$ cat config.mk
export PLATFORM = sky130hd
export DESIGN_NAME = wired_or_bus_settle_dispatcher
export DESIGN_NICKNAME = d
export VERILOG_FILES = /design/src/hdl/wobsd_pkg.sv /design/src/hdl/wobsd_regs.sv /design/src/hdl/wobsd_ctrl.sv /design/src/hdl/wobsd_dp.sv /design/src/hdl/wired_or_bus_settle_dispatcher.sv
export SDC_FILE = /design/constraint.sdc
export NUM_CORES = 1
export LEC_CHECK = 0
export ABC_AREA = 0
export BUFFER_PORTS_ARGS = -buffer_cell sky130_fd_sc_hd__buf_2
export CAP_MARGIN = 10
export CORE_UTILIZATION = 45
export DETAILED_ROUTE_END_ITERATION = 10
export HOLD_SLACK_MARGIN = 0.03
export PLACE_DENSITY = 0.7
export SLEW_MARGIN = 0
export SYNTH_ARGS = -nofsm -noshare
export SYNTH_HDL_FRONTEND = slang
export SYNTH_SLANG_ARGS = --single-unit
export TNS_END_PERCENT = 20
$ cat constraint.sdc
create_clock -name clk -period 13.4 [get_ports clk]
set_clock_uncertainty 0.2 [all_clocks]
set_input_delay 2.01 -clock clk [delete_from_list [all_inputs] [get_ports clk]]
set_output_delay 2.01 -clock clk [all_outputs]
set_load 0.02 [all_outputs]
$ cat src/hdl/wobsd_pkg.sv
// wobsd_pkg: shared types, constants and codes of the wired-OR bus settle dispatcher.
// No dependencies; used by every module under hdl/.
`timescale 1ns / 1ps
package wobsd_pkg;

	// Fixed field widths
	localparam int LINE_BITS  = 18;
	localparam int BUSY_BIT   = 12;
	localparam int DEV_W      = 3;
	localparam int STEP_W     = 16;
	localparam int TIME_W     = 20;
	localparam int STAGE_W    = 4;

	// Threshold register file
	localparam int NUM_THRESH = 8;
	localparam int THR_W      = 16;
	localparam int THR_IDX_W  = 3;
	localparam int ADDR_W     = 5;
	localparam int DATA_W     = 32;

	// Parameter defaults
	localparam int DEVICES_DEF = 8;
	localparam int STAGES_DEF  = 8;

	// Command codes
	localparam logic CMD_DRIVE = 1'b0;
	localparam logic CMD_TIME  = 1'b1;

	typedef logic [NUM_THRESH-1:0][THR_W-1:0] thr_vec_t;

	typedef struct packed {
		logic                 cmd;
		logic [DEV_W-1:0]     device_id;
		logic [LINE_BITS-1:0] drive_value;
		logic [STEP_W-1:0]    time_step;
	} req_t;

	typedef struct packed {
		logic [LINE_BITS-1:0] bus_lines;
		logic                 notify;
		logic [TIME_W-1:0]    elapsed;
		logic                 busy_changed;
		logic                 busy_level;
		logic [STAGE_W-1:0]   stage;
	} rsp_t;

	// Controller to datapath
	typedef struct packed {
		logic accept_drive;
		logic accept_time;
		logic step_en;
		logic load_out;
	} dp_cmd_t;

	// Datapath to controller
	typedef struct packed {
		logic step_more;
	} dp_status_t;

endpackage

$ cat src/hdl/wobsd_regs.sv
// wobsd_regs: APB-style threshold register file, eight 16-bit registers at 4*i.
// Depends on wobsd_pkg.
`timescale 1ns / 1ps
module wobsd_regs (
	input  logic                          clk,
	input  logic                          arst_n,
	input  logic                          psel,
	input  logic                          penable,
	input  logic                          pwrite,
	input  logic [wobsd_pkg::ADDR_W-1:0]  paddr,
	input  logic [wobsd_pkg::DATA_W-1:0]  pwdata,
	output logic [wobsd_pkg::DATA_W-1:0]  prdata,
	output logic                          pready,
	output wobsd_pkg::thr_vec_t           thr
);

	wobsd_pkg::thr_vec_t                  thr_q;
	logic [wobsd_pkg::THR_IDX_W-1:0]      idx;

	assign idx    = paddr[wobsd_pkg::ADDR_W-1:2];
	assign pready = 1'b1;
	assign prdata = {{(wobsd_pkg::DATA_W-wobsd_pkg::THR_W){1'b0}}, thr_q[idx]};
	assign thr    = thr_q;

	always_ff @(posedge clk or negedge arst_n) begin
		if (!arst_n) begin
			for (int i = 0; i < wobsd_pkg::NUM_THRESH; i++) begin
				thr_q[i] <= wobsd_pkg::THR_W'(i + 1);
			end
		end else if (psel && penable && pwrite) begin
			thr_q[idx] <= pwdata[wobsd_pkg::THR_W-1:0];
		end
	end

endmodule

$ cat src/hdl/wobsd_ctrl.sv
// wobsd_ctrl: sequencer for one request at a time and the result valid flag.
// Depends on wobsd_pkg.
`timescale 1ns / 1ps
module wobsd_ctrl (
	input  logic                  clk,
	input  logic                  arst_n,
	input  logic                  req_valid,
	input  logic                  req_cmd,
	output logic                  req_ready,
	output logic                  rsp_valid,
	input  logic                  rsp_ready,
	output wobsd_pkg::dp_cmd_t    cmd,
	input  wobsd_pkg::dp_status_t status
);

	localparam logic [1:0] S_IDLE = 2'd0;
	localparam logic [1:0] S_STEP = 2'd1;
	localparam logic [1:0] S_DONE = 2'd2;

	logic [1:0] state_q;
	logic [1:0] state_d;
	logic       rsp_valid_q;
	logic       take;

	assign req_ready = (state_q == S_IDLE);
	assign take      = req_valid && req_ready;
	assign rsp_valid = rsp_valid_q;

	always_comb begin
		state_d          = state_q;
		cmd.accept_drive = 1'b0;
		cmd.accept_time  = 1'b0;
		cmd.step_en      = 1'b0;
		cmd.load_out     = 1'b0;
		unique case (state_q)
			S_IDLE: begin
				if (take) begin
					if (req_cmd == wobsd_pkg::CMD_TIME) begin
						cmd.accept_time = 1'b1;
						state_d         = S_STEP;
					end else begin
						cmd.accept_drive = 1'b1;
						state_d          = S_DONE;
					end
				end
			end
			S_STEP: begin
				// one threshold compare per cycle
				if (status.step_more) begin
					cmd.step_en = 1'b1;
				end else begin
					state_d = S_DONE;
				end
			end
			S_DONE: begin
				if (!rsp_valid_q || rsp_ready) begin
					cmd.load_out = 1'b1;
					state_d      = S_IDLE;
				end
			end
			default: state_d = S_IDLE;
		endcase
	end

	always_ff @(posedge clk or negedge arst_n) begin
		if (!arst_n) begin
			state_q     <= S_IDLE;
			rsp_valid_q <= 1'b0;
		end else begin
			state_q <= state_d;
			if (cmd.load_out) begin
				rsp_valid_q <= 1'b1;
			end else if (rsp_ready) begin
				rsp_valid_q <= 1'b0;
			end
		end
	end

	a_load_sets_valid: assert property (@(posedge clk) disable iff (!arst_n)
		cmd.load_out |=> rsp_valid_q)
		else $error("result not presented after load");
	a_step_ends_done: assert property (@(posedge clk) disable iff (!arst_n)
		(state_q == S_STEP && !status.step_more) |=> state_q == S_DONE)
		else $error("stage walk did not finish");
	a_wait_blocks: assert property (@(posedge clk) disable iff (!arst_n)
		(state_q == S_DONE && rsp_valid_q && !rsp_ready) |=> state_q == S_DONE)
		else $error("result overwritten while stalled");

endmodule

$ cat src/hdl/wobsd_dp.sv
// wobsd_dp: drive registers, bus OR, settle timer, stage walker and result register.
// Depends on wobsd_pkg.
`timescale 1ns / 1ps
module wobsd_dp #(
	parameter int DEVICES = wobsd_pkg::DEVICES_DEF,
	parameter int STAGES  = wobsd_pkg::STAGES_DEF
) (
	input  logic                  clk,
	input  logic                  arst_n,
	input  wobsd_pkg::req_t       req,
	input  wobsd_pkg::thr_vec_t   thr,
	input  wobsd_pkg::dp_cmd_t    cmd,
	output wobsd_pkg::dp_status_t status,
	output wobsd_pkg::rsp_t       rsp
);

	localparam int LB = wobsd_pkg::LINE_BITS;
	localparam int TW = wobsd_pkg::TIME_W;
	localparam int SW = wobsd_pkg::STAGE_W;

	logic [DEVICES-1:0][LB-1:0] drive_q;
	logic [LB-1:0]              bus_q;
	logic [TW-1:0]              time_q;
	logic [SW-1:0]              stage_q;
	logic [SW-1:0]              old_stage_q;
	logic                       is_time_q;
	logic                       busy_chg_q;
	wobsd_pkg::rsp_t            rsp_q;

	logic                       dev_ok;
	logic [LB-1:0]              new_or;
	logic [TW:0]                sum;
	logic                       stage_live;

	assign dev_ok     = 32'(req.device_id) < 32'(DEVICES);
	assign stage_live = 32'(stage_q) < 32'(STAGES);
	assign sum        = {1'b0, time_q} + (TW + 1)'(req.time_step);

	// OR with the incoming value substituted for its device
	always_comb begin
		new_or = '0;
		for (int i = 0; i < DEVICES; i++) begin
			if (dev_ok && i == int'(req.device_id)) begin
				new_or = new_or | req.drive_value;
			end else begin
				new_or = new_or | drive_q[i];
			end
		end
	end

	assign status.step_more = stage_live &&
		({4'b0, thr[stage_q[wobsd_pkg::THR_IDX_W-1:0]]} <= time_q);

	always_ff @(posedge clk or negedge arst_n) begin
		if (!arst_n) begin
			drive_q     <= '0;
			bus_q       <= '0;
			time_q      <= '0;
			stage_q     <= SW'(STAGES);
			old_stage_q <= SW'(STAGES);
			is_time_q   <= 1'b0;
			busy_chg_q  <= 1'b0;
		end else begin
			if (cmd.accept_drive) begin
				is_time_q  <= 1'b0;
				busy_chg_q <= 1'b0;
				if (dev_ok) begin
					for (int i = 0; i < DEVICES; i++) begin
						if (i == int'(req.device_id)) begin
							drive_q[i] <= req.drive_value;
						end
					end
					bus_q <= new_or;
					if (new_or != bus_q) begin
						busy_chg_q <= new_or[wobsd_pkg::BUSY_BIT] ^
							bus_q[wobsd_pkg::BUSY_BIT];
						stage_q    <= '0;
						time_q     <= '0;
					end
				end
			end
			if (cmd.accept_time) begin
				is_time_q   <= 1'b1;
				busy_chg_q  <= 1'b0;
				old_stage_q <= stage_q;
				if (stage_live) begin
					time_q <= sum[TW] ? '1 : sum[TW-1:0];
				end
			end
			if (cmd.step_en) begin
				stage_q <= stage_q + SW'(1);
			end
		end
	end

	always_ff @(posedge clk) begin
		if (cmd.load_out) begin
			rsp_q.bus_lines    <= bus_q;
			rsp_q.notify       <= is_time_q && (stage_q != old_stage_q);
			rsp_q.elapsed      <= time_q;
			rsp_q.busy_changed <= busy_chg_q;
			rsp_q.busy_level   <= bus_q[wobsd_pkg::BUSY_BIT];
			rsp_q.stage        <= stage_q;
		end
	end

	assign rsp = rsp_q;

	a_stage_bound: assert property (@(posedge clk) disable iff (!arst_n)
		32'(stage_q) <= 32'(STAGES))
		else $error("stage beyond idle");
	a_time_monotone: assert property (@(posedge clk) disable iff (!arst_n)
		cmd.accept_time |=> time_q >= $past(time_q))
		else $error("settle timer went backwards");
	a_step_inc: assert property (@(posedge clk) disable iff (!arst_n)
		cmd.step_en |=> stage_q == $past(stage_q) + SW'(1))
		else $error("stage walk skipped");

endmodule

$ cat src/hdl/wired_or_bus_settle_dispatcher.sv
// wired_or_bus_settle_dispatcher: top level joining registers, controller and datapath.
// Depends on wobsd_pkg, wobsd_regs, wobsd_ctrl, wobsd_dp.
`timescale 1ns / 1ps
// Usage
//  - Request channel (req_valid/req_ready/req): cmd DRIVE stores one device's line
//    vector and recomputes the wired-OR bus; cmd TIME adds elapsed half-cycles to the
//    settle timer (saturating at 20 bits) and walks the settle stage past met thresholds.
//  - Result channel (rsp_valid/rsp_ready/rsp): exactly one result per request, in order.
//  - APB port: eight 16-bit thresholds at byte address 4*i, written while idle.
// Sequence
//  - One request in flight. A drive request goes from idle to the done state, which loads
//    the result register once the result channel is free, and then back to idle.
//  - A time request goes from idle through the stage walk, which compares one threshold
//    per cycle and steps past 0..8 met thresholds, then to done and back to idle.
//  - Next request is taken the cycle after the result is loaded, even if it is still
//    waiting downstream: the result register decouples the two sides.
// Reset (arst_n low): drives, bus and timer zero, stage idle, thresholds 1..8, no result.
// Stall: a held result keeps the controller in its done state; nothing is lost.
module wired_or_bus_settle_dispatcher #(
	parameter int DEVICES = wobsd_pkg::DEVICES_DEF,
	parameter int STAGES  = wobsd_pkg::STAGES_DEF
) (
	input  logic                          clk,
	input  logic                          arst_n,
	// request channel
	input  logic                          req_valid,
	output logic                          req_ready,
	input  wobsd_pkg::req_t               req,
	// result channel
	output logic                          rsp_valid,
	input  logic                          rsp_ready,
	output wobsd_pkg::rsp_t               rsp,
	// configuration
	input  logic                          psel,
	input  logic                          penable,
	input  logic                          pwrite,
	input  logic [wobsd_pkg::ADDR_W-1:0]  paddr,
	input  logic [wobsd_pkg::DATA_W-1:0]  pwdata,
	output logic [wobsd_pkg::DATA_W-1:0]  prdata,
	output logic                          pready
);

	wobsd_pkg::thr_vec_t   thr;
	wobsd_pkg::dp_cmd_t    dp_cmd;
	wobsd_pkg::dp_status_t dp_status;

	// threshold registers
	wobsd_regs u_regs (
		.clk     (clk),
		.arst_n  (arst_n),
		.psel    (psel),
		.penable (penable),
		.pwrite  (pwrite),
		.paddr   (paddr),
		.pwdata  (pwdata),
		.prdata  (prdata),
		.pready  (pready),
		.thr     (thr)
	);

	// sequencer: idle -> (stage walk) -> done
	wobsd_ctrl u_ctrl (
		.clk       (clk),
		.arst_n    (arst_n),
		.req_valid (req_valid),
		.req_cmd   (req.cmd),
		.req_ready (req_ready),
		.rsp_valid (rsp_valid),
		.rsp_ready (rsp_ready),
		.cmd       (dp_cmd),
		.status    (dp_status)
	);

	// bus state, settle timer and result register
	wobsd_dp #(
		.DEVICES (DEVICES),
		.STAGES  (STAGES)
	) u_dp (
		.clk    (clk),
		.arst_n (arst_n),
		.req    (req),
		.thr    (thr),
		.cmd    (dp_cmd),
		.status (dp_status),
		.rsp    (rsp)
	);

endmodule

[Yosys cells after proc, flatten, opt, wreduce, memory -nomap -nowiden]
Cells that the tools add are included.
Word-level totals
  bits in latches: 0
  memory bits (writable): 0
  logic and storage cells: 132
  memories: 0
  register bits: 368
  bits of input ports: 82
  output and inout port bits: 80
  ROM bits: 0
Operators by class
  order comparisons: 5
  shifts and indexed selects: 0
  eq/ne operators: 14
  reductions and logical operators: 23
  $add $sub $neg: 2
  div/mod/pow operators: 0
  $mul: 0
  multiplexer cells: 43
  bitwise operators: 15
Operators by type and width (count)
  18-bit OR: 14
  18-bit 2-to-1 mux: 8
  128-bit bitwise mux: 1
  20-bit 2-to-1 mux: 5
  16-bit binary-select mux with 3-bit select: 2
  16-bit demux with 3-bit select: 1
  16-bit 2-to-1 mux: 3
  20-bit by 16-bit adder with 21-bit output: 1
  16-bit by 20-bit <= comparator with 1-bit output: 1
  18-bit != test: 1
  2-bit AND reduction: 8
  1-bit 2-to-1 mux: 13
  3-bit == test (first input constant): 4
  2-bit 2-to-1 mux: 6
  4-bit 2-to-1 mux: 3
  3-bit by 4-bit < comparator with 1-bit output (second input constant): 2
  2-bit nonzero test: 4
  2-bit by 3-bit == test with 1-bit output (first input constant): 2
  1-bit logical AND: 6
  2-bit one-hot mux with 3 select lines: 1
  4-bit by 1-bit adder with 4-bit output (second input constant): 1
  4-bit < comparator (second input constant): 1
  2-bit != test (second input constant): 2
  4-bit != test: 1
  11 further kinds: 11

[Depth between registers and ports, before layout]
Gate-level depths: netlist of run 1.
  word-level depth: 21
  gate-level depth with buffers: 14
  gate-level depth less buffers: 12

[Modules after synthesis]
Synthesis of run 1 repeated with hierarchy kept, for this count alone.
Unflattened totals
  cell total of the unflattened synthesis: 1450
  area total of the unflattened synthesis: 19017.0 um^2
By module, submodules not included
  wobsd_dp: cells each 1068, sequential area each 6128.4 um^2, area an instance 12813.5 um^2, instances 1
  wobsd_regs: cells each 365, sequential area each 3219.3 um^2, area an instance 6024.5 um^2, instances 1
  wobsd_ctrl: cells each 17, sequential area each 75.1 um^2, area an instance 178.9 um^2, instances 1

[Worst setup path before layout of run 1]
No wires, ideal clock.
  path kind: input to output
  start: input port paddr[2] (netlist bit)
  end: output port prdata[3] (netlist bit)
  path buffers: 2
  setup slack: 7.711 ns
  stages: 5
  data required time: 11.190 ns
  arrival: 3.479 ns
  cells stage by stage: clkbuf_1 > nor3b_1 > clkbuf_1 > a22oi_1 > nand4_1
Between the ends
  cells in the longest elaborated chain, start to end: 2
Ends and longest elaborated chain
  from (decl): RTL line wired_or_bus_settle_dispatcher.sv:37  | input logic [wobsd_pkg::ADDR_W-1:0] paddr,
  16-bit binary-select mux with 3-bit select: RTL line wobsd_regs.sv:22  | assign prdata = {{(wobsd_pkg::DATA_W-wobsd_pkg::THR_W){1'b0}}, thr_q[idx]};
  16-bit 2-to-1 mux (implied by the code): RTL line wobsd_regs.sv:22
  to (decl): RTL line wired_or_bus_settle_dispatcher.sv:39  | output logic [wobsd_pkg::DATA_W-1:0] prdata,
No other way between the ends. The select of a mux whose other input is x is not followed.

[Worst setup path after layout of run 1]
  start: input port paddr[2] (netlist bit)
  end: output port prdata[12] (netlist bit)
The elaborated chain is that of the path after synthesis.

==> flow_summary.ini, run 1 <==
[status]
outcome = finished, final reports clean

[clock_network]
clk_pin_slew_ns = 0.06
cts-resized-gates = 0
cts_setup_buffers = 0
cts_sinks = 367
clockRootBuffer = clkbuf_16
holdBufCountCts = 0
cts_made_buffers = 40
cts_max_path_buffers = 3
cts_tree = done
cts_max_level = 2
clk-insertion-delay-late_ns = 0.58

[synth]
netlist_top_cells_area = dfrtp_1 (42%), mux2_2 (17%), edfxtp_1 (7.2%)
synth_ff_type = dfrtp_1
synth_commonest_cells = dfrtp_1 (308), mux2_2 (283), nand2_1 (98), nor2_1 (69), a22oi_1 (67)
synth-seq-area-share_pct = 51.31
avgSynthCellArea_um2 = 12.36
ys_seq_elements = 367
yosysMostFrequentCell = dfrtp_1
synth-edff-count = 44
ys_types = 86
async_flop_share_pct = 88.01
synth_warnings = 0
synth.cell_area_um2 = 18360
yosysTopAreaCell = dfrtp_1
yosysTopAreaCellShare_pct = 41.97
synthCells = 1486

[sta]
fin_crit_ns = 6.170
hold_slack_ns = 0.2797
rsz0062_at_grt = false
post-route-period-util_pct = 46.05
worst_slew_pin_slew_ns = 1.302
hold_viol_final = 0
finalSetupViolCount = 0
final.setup.tns_ns = 0
maxSlewViolCount = 0
max_freq_ghz = 0.1621
slew-limit-headroom_pct = 12.91

[floorplan]
dieArea_um2 = 41620
coreArea_um2 = 40010
io_pins = 162
die_w_um = 204.0
rows = 73
start_util_pct = 45.90
chipHeight_um = 204.0

[drt]
ant_nets = 0
dr.first_iter.drc_count = 1008
viasPerCell = 5.962
first_pass_iters = 7
num_vias = 12880
routed_wl_um = 47810
drc_errors = 0
wl_per_cell_um = 22.13

[finish]
layout-drive-gt1-share_pct = 35.48
fill_cells = 3448
layout.nets = 1716
syn2layout_area_growth_pct = 13.67
fin_area_um2 = 20880
finalCoreUtilization_pct = 52.18

[place]
dp_hpwl_um = 30310
placed_cell_area_um2 = 19500
numPortBuffers = 126
routabilityCongestion = 0.9120

[power_and_ir_drop]
swShare_pct = 34.14
switching_power_mw = 1.529
p_leak_nw = 9.120
p_seq_share_pct = 41.0
power_frac_clock_pct = 25.6
total_power_mw = 4.479
power.density_nw_per_um2 = 214.6
comb_power_share_pct = 33.4
vdd_drop_max_mv = 0.1176
p_int_mw = 2.950

[global_route]
grt_usage_pct = 23.11
grt_max_degree = 127
antenna_found_initial = 3
grt_pass1_vias = 12790
globalRouteOverflowTotal = 0
grt_first_pass_wirelength_um = 73710

[setup_path]
critPathMostFrequentCell = buf_2
path_max_fanout = 17
cp.arrival_ns = 3.96
startpoint = paddr[2]
path_cells = buf_2, nor3b_4, a22oi_1, nand4_1, buf_2
crit_type = in -> out
cp-start-kind = primary input
slowest_delay_ns = 0.97
worstPathBufferInverterCount = 2
end_kind = output pin
critical_path.top_delay_family = simple AND/OR/NAND/NOR gates
cp.required_ns = 11.19
cp_slowest_cell = nor3b_4
r2r-start = u_dp.stage_q[0]$_DFFE_PN0P_

[worst_hold_path]
hold_class = reg -> reg
min_from = u_dp.busy_chg_q$_DFFE_PN0P_

[run]
maxCapViolCount = 0
==> final timing paths <==
| kind | cells after the start | end | slack, ns |
|---|---|---|---|
| min in group asynchronous | 1 | u_dp.drive_q[67]$_DFFE_PN0P_ | 1.35 |
| worst max-delay path | 5 | prdata[12] | 7.23 |
| worst min register to register | 0 | u_dp.rsp[5]$_DFFE_PP_ | 0.28 |
| worst max register to register | 13 | u_dp.stage_q[2]$_DFFE_PN0P_ | 9.05 |
| max in group asynchronous | 3 | u_dp.drive_q[114]$_DFFE_PN0P_ | 9.46 |
| worst min-delay path | 0 | u_dp.rsp[5]$_DFFE_PP_ | 0.28 |
==> sequential cells by signal, indices dropped and copies added, names as in the netlist <==
signal and flops:
u_dp.drive_q 144, u_regs.thr 128, u_dp.rsp 44, u_dp.time_q 20, u_dp.bus_q 18, u_dp.old_stage_q 4, u_dp.stage_q 4, u_ctrl.state_q 2
u_ctrl.rsp_valid 1, u_dp.busy_chg_q 1, u_dp.is_time_q 1
==> cells by family after synthesis <==
group                    after synthesis  share of synthesized area, %
multiplexers                         328                         22.02
adder cells (fa/ha/maj)               34                         2.357
buffers and inverters                127                         3.304
AND/OR/NAND/NOR                      320                         9.144
AO/OA/AOI/OAI                        279                         10.44
other                                  2                       0.04090
flip-flops                           367                         51.31
XOR/XNOR                              29                         1.383
==> layout by cell type (no fill, tap or decap), types with 7 or more instances in the layout <==
cell	count
nor2_1	64
ha_1	33
or2_2	7
nand2_1	98
nand3b_1	8
mux2_2	283
nor2b_1	10
a21o_1	7
a21oi_1	53
o32ai_1	9
clkbuf_1	11
o22ai_1	33
buf_2	125
dfrtp_1	307
mux2i_1	11
nor4_1	7
inv_1	33
edfxtp_1	44
conb_1	17
clkinv_2	7
buf_4	24
a22oi_1	67
a31oi_1	7
nor3_1	23
xor2_1	13
o21ai_0	36
clkbuf_16	41
clkbuf_8	7
nand2b_1	10
dfstp_2	15
mux4_2	32
xnor2_1	16
nand4_1	23
==> metrics by stage <==
step | setup WS [ns] | instances
after global routing | 7.204 | 2158
after global placement | 7.373 | 2083
after detailed placement | 7.347 | 2083
final | 7.230 | 2160
after floorplan | 7.711 | 1501
after CTS | 7.301 | 2157
==> power groups by stage <==
stage	clock, mW	sequential, mW	combinational, mW
2_1_floorplan	0	1.80	1.11
3_3_place_gp	0	1.82	1.44
3_5_place_dp	0	1.85	1.49
4_1_cts	1.17	1.83	1.50
5_1_grt	1.22	1.88	1.64
6_report	1.15	1.84	1.49
==> final cells by class <==
class | count | area, um^2 | share of cell area (%)
diodes | 3 | 7.507 | 0.03596
clock inverters | 15 | 207.7 | 0.9950
flip-flops and latches | 367 | 9424 | 45.15
inverters | 34 | 127.6 | 0.6114
well taps | 525 | 656.9 | 3.147
multi-input cells | 1007 | 8467 | 40.56
clock buffers | 59 | 1164 | 5.574
repair buffers | 150 | 820.8 | 3.932
==> metal layers <==
layer	part of all wire, %	track usage [%]	up-vias
met5	0.027	0	-
met4	2.8	8.209	2
met3	6.4	4.241	95
met2	48	38.02	447
met1	42	30.55	6550
li1	-	-	5784
(Power assumes the default switching activity.)
==> inputs of run 2 (changes only) <==
==> constraint.sdc (replaced) <==
create_clock -name clk -period 5.94 [get_ports clk]
set_clock_uncertainty 0.2 [all_clocks]
set_input_delay 0.891 -clock clk [delete_from_list [all_inputs] [get_ports clk]]
set_output_delay 0.891 -clock clk [all_outputs]
set_load 0.02 [all_outputs]
==> run 2 against run 1 <==
Clock power grew 120%. Wire length shrank 0.28%. Non-clock buffer count grew 8. Largest power group unchanged. Sequential power grew 130%. Hold slack lost 0.17 ns. Critical endpoint is now u_dp.stage_q[2]$_DFFE_PN0P_. Design area grew 0.31%.
==> flow_summary.ini, run 2 (synthesis gave the netlist of run 1 again) <==
[status]
outcome = finished, final reports clean

[setup_path]
cp.required_ns = 6.20
cp.arrival_ns = 4.67
cp-start-kind = flip-flop
path_max_fanout = 25
end_kind = flip-flop
crit_type = reg -> reg

[floorplan]
die_w_um = 204.0
io_pins = 162
start_util_pct = 45.90
chipHeight_um = 204.0
coreArea_um2 = 40010
dieArea_um2 = 41620
rows = 73

[finish]
largest_reg_flops = 144
finalCoreUtilization_pct = 52.34
final_cell_mix = dfrtp_1 (307), mux2_2 (283), buf_2 (125), nand2_1 (98), a22oi_1 (67)
final_common_cell = dfrtp_1
final_cells = 2167
top_register = u_dp.drive_q
layout-drive-gt1-share_pct = 35.98
layout.nets = 1725
syn2layout_area_growth_pct = 14.02
fill_cells = 3430

[place]
routabilityCongestion = 0.8733
dp_hpwl_um = 30730
dp_slack_ns = 1.231
numPortBuffers = 126
dpl.cell_count = 2091

[drt]
wl_per_cell_um = 22.00
routed_wl_um = 47680
drc_errors = 0
dr.first_iter.drc_count = 938
first_pass_iters = 5
num_vias = 13000
ant_nets = 0
viasPerCell = 5.998

[clock_network]
cts_sinks = 367
cts_setup_buffers = 0
clk-insertion-delay-late_ns = 0.57
cts-resized-gates = 0
cts_max_level = 2
clockRootBuffer = clkbuf_16
cts_tree = done
clk_pin_slew_ns = 0.06
cts_max_path_buffers = 3
cts_made_buffers = 41
holdBufCountCts = 0

[sta]
final.setup.tns_ns = 0
finalSetupViolCount = 0
layout_setup_ws_ns = 1.522
slew-limit-headroom_pct = 19.85
max_freq_ghz = 0.2263
worst_slew_pin_slew_ns = 1.194
fin_crit_ns = 4.418
rsz0062_at_grt = false
maxSlewViolCount = 0
post-route-period-util_pct = 74.38
hold_viol_final = 0

[worst_hold_path]
hold_class = in -> async

[global_route]
globalRouteOverflowTotal = 0
grt_max_degree = 137
grt_first_pass_wirelength_um = 75260
grt_usage_pct = 23.49
grt_pass1_vias = 12960
antenna_found_initial = 3

[power_and_ir_drop]
power.density_nw_per_um2 = 480.9
vdd_drop_max_mv = 0.2727
p_leak_nw = 9.166
total_power_mw = 10.07

[run]
maxCapViolCount = 0
run 2: routing by layer:
| layer | vias to the layer above | track usage (%) | wire length, um |
|---|---|---|---|
| li1 | 5816 | - | - |
| met1 | 6636 | 32.09 | 20780 |
| met5 | - | 0 | 13 |
| met4 | 2 | 8.316 | 1382 |
| met2 | 454 | 37.65 | 22490 |
| met3 | 89 | 4.114 | 3007 |
run 2: where the power goes:
group,internal (mW),total [mW],switching (mW),leakage (nW)
Clock,1.50,2.54,1.04,0.680
Sequential,3.47,4.20,0.728,4.46
Combinational,1.65,3.32,1.68,4.02
Total,6.63,10.1,3.44,9.17
run 2: through the flow:
step	hold WS [ns]	cell area, um^2
floorplan	0.2253	18420
global placement	0.2612	19570
detailed placement	0.2726	19570
CTS	0.09464	20930
global route	0.1302	20930
finish	0.1064	20940
run 2: path summary, 6_finish.rpt:
check,end,cells after the start,slack [ns],startpoint
worst max-delay path,u_dp.stage_q[2]$_DFFE_PN0P_,12,1.52,u_dp.stage_q[0]$_DFFE_PN0P_
worst min-delay path,u_dp.bus_q[13]$_DFFE_PN0P_,1,0.11,arst_n
worst max register to register,u_dp.stage_q[2]$_DFFE_PN0P_,12,1.52,u_dp.stage_q[0]$_DFFE_PN0P_
worst min register to register,u_dp.rsp[38]$_DFFE_PP_,0,0.28,u_dp.bus_q[11]$_DFFE_PN0P_
max in group asynchronous,u_regs.thr[31]$_DFFE_PN0P_,2,4.12,arst_n
min in group clk,u_dp.rsp[38]$_DFFE_PP_,0,0.28,u_dp.bus_q[11]$_DFFE_PN0P_
run 2: critical path, stage by stage, from the launching register on:
cell and delay (ns):
dfrtp_2 0.98, mux4_2 0.60, nand2_1 0.08, nand2_1 0.07, ha_1 0.31, nor2b_1 0.13, o21a_1 0.16, o21a_1 0.16
o21bai_1 0.15, a21oi_1 0.11, or4b_2 0.73, and2_1 0.23, a2111oi_2 0.36
run 2: area by class of cell:
class                           instances  area, um^2  area share [%]
Sequential cell                       367        9424           45.01
Multi-Input combinational cell       1007        8467           40.44
Clock buffer                           57        1199           5.725
Timing Repair Buffer                  158       893.4           4.267
Tap cell                              525       656.9           3.137
Clock inverter                         17       166.4          0.7947
Inverter                               34       127.6          0.6095
Antenna cell                            2       5.005         0.02390
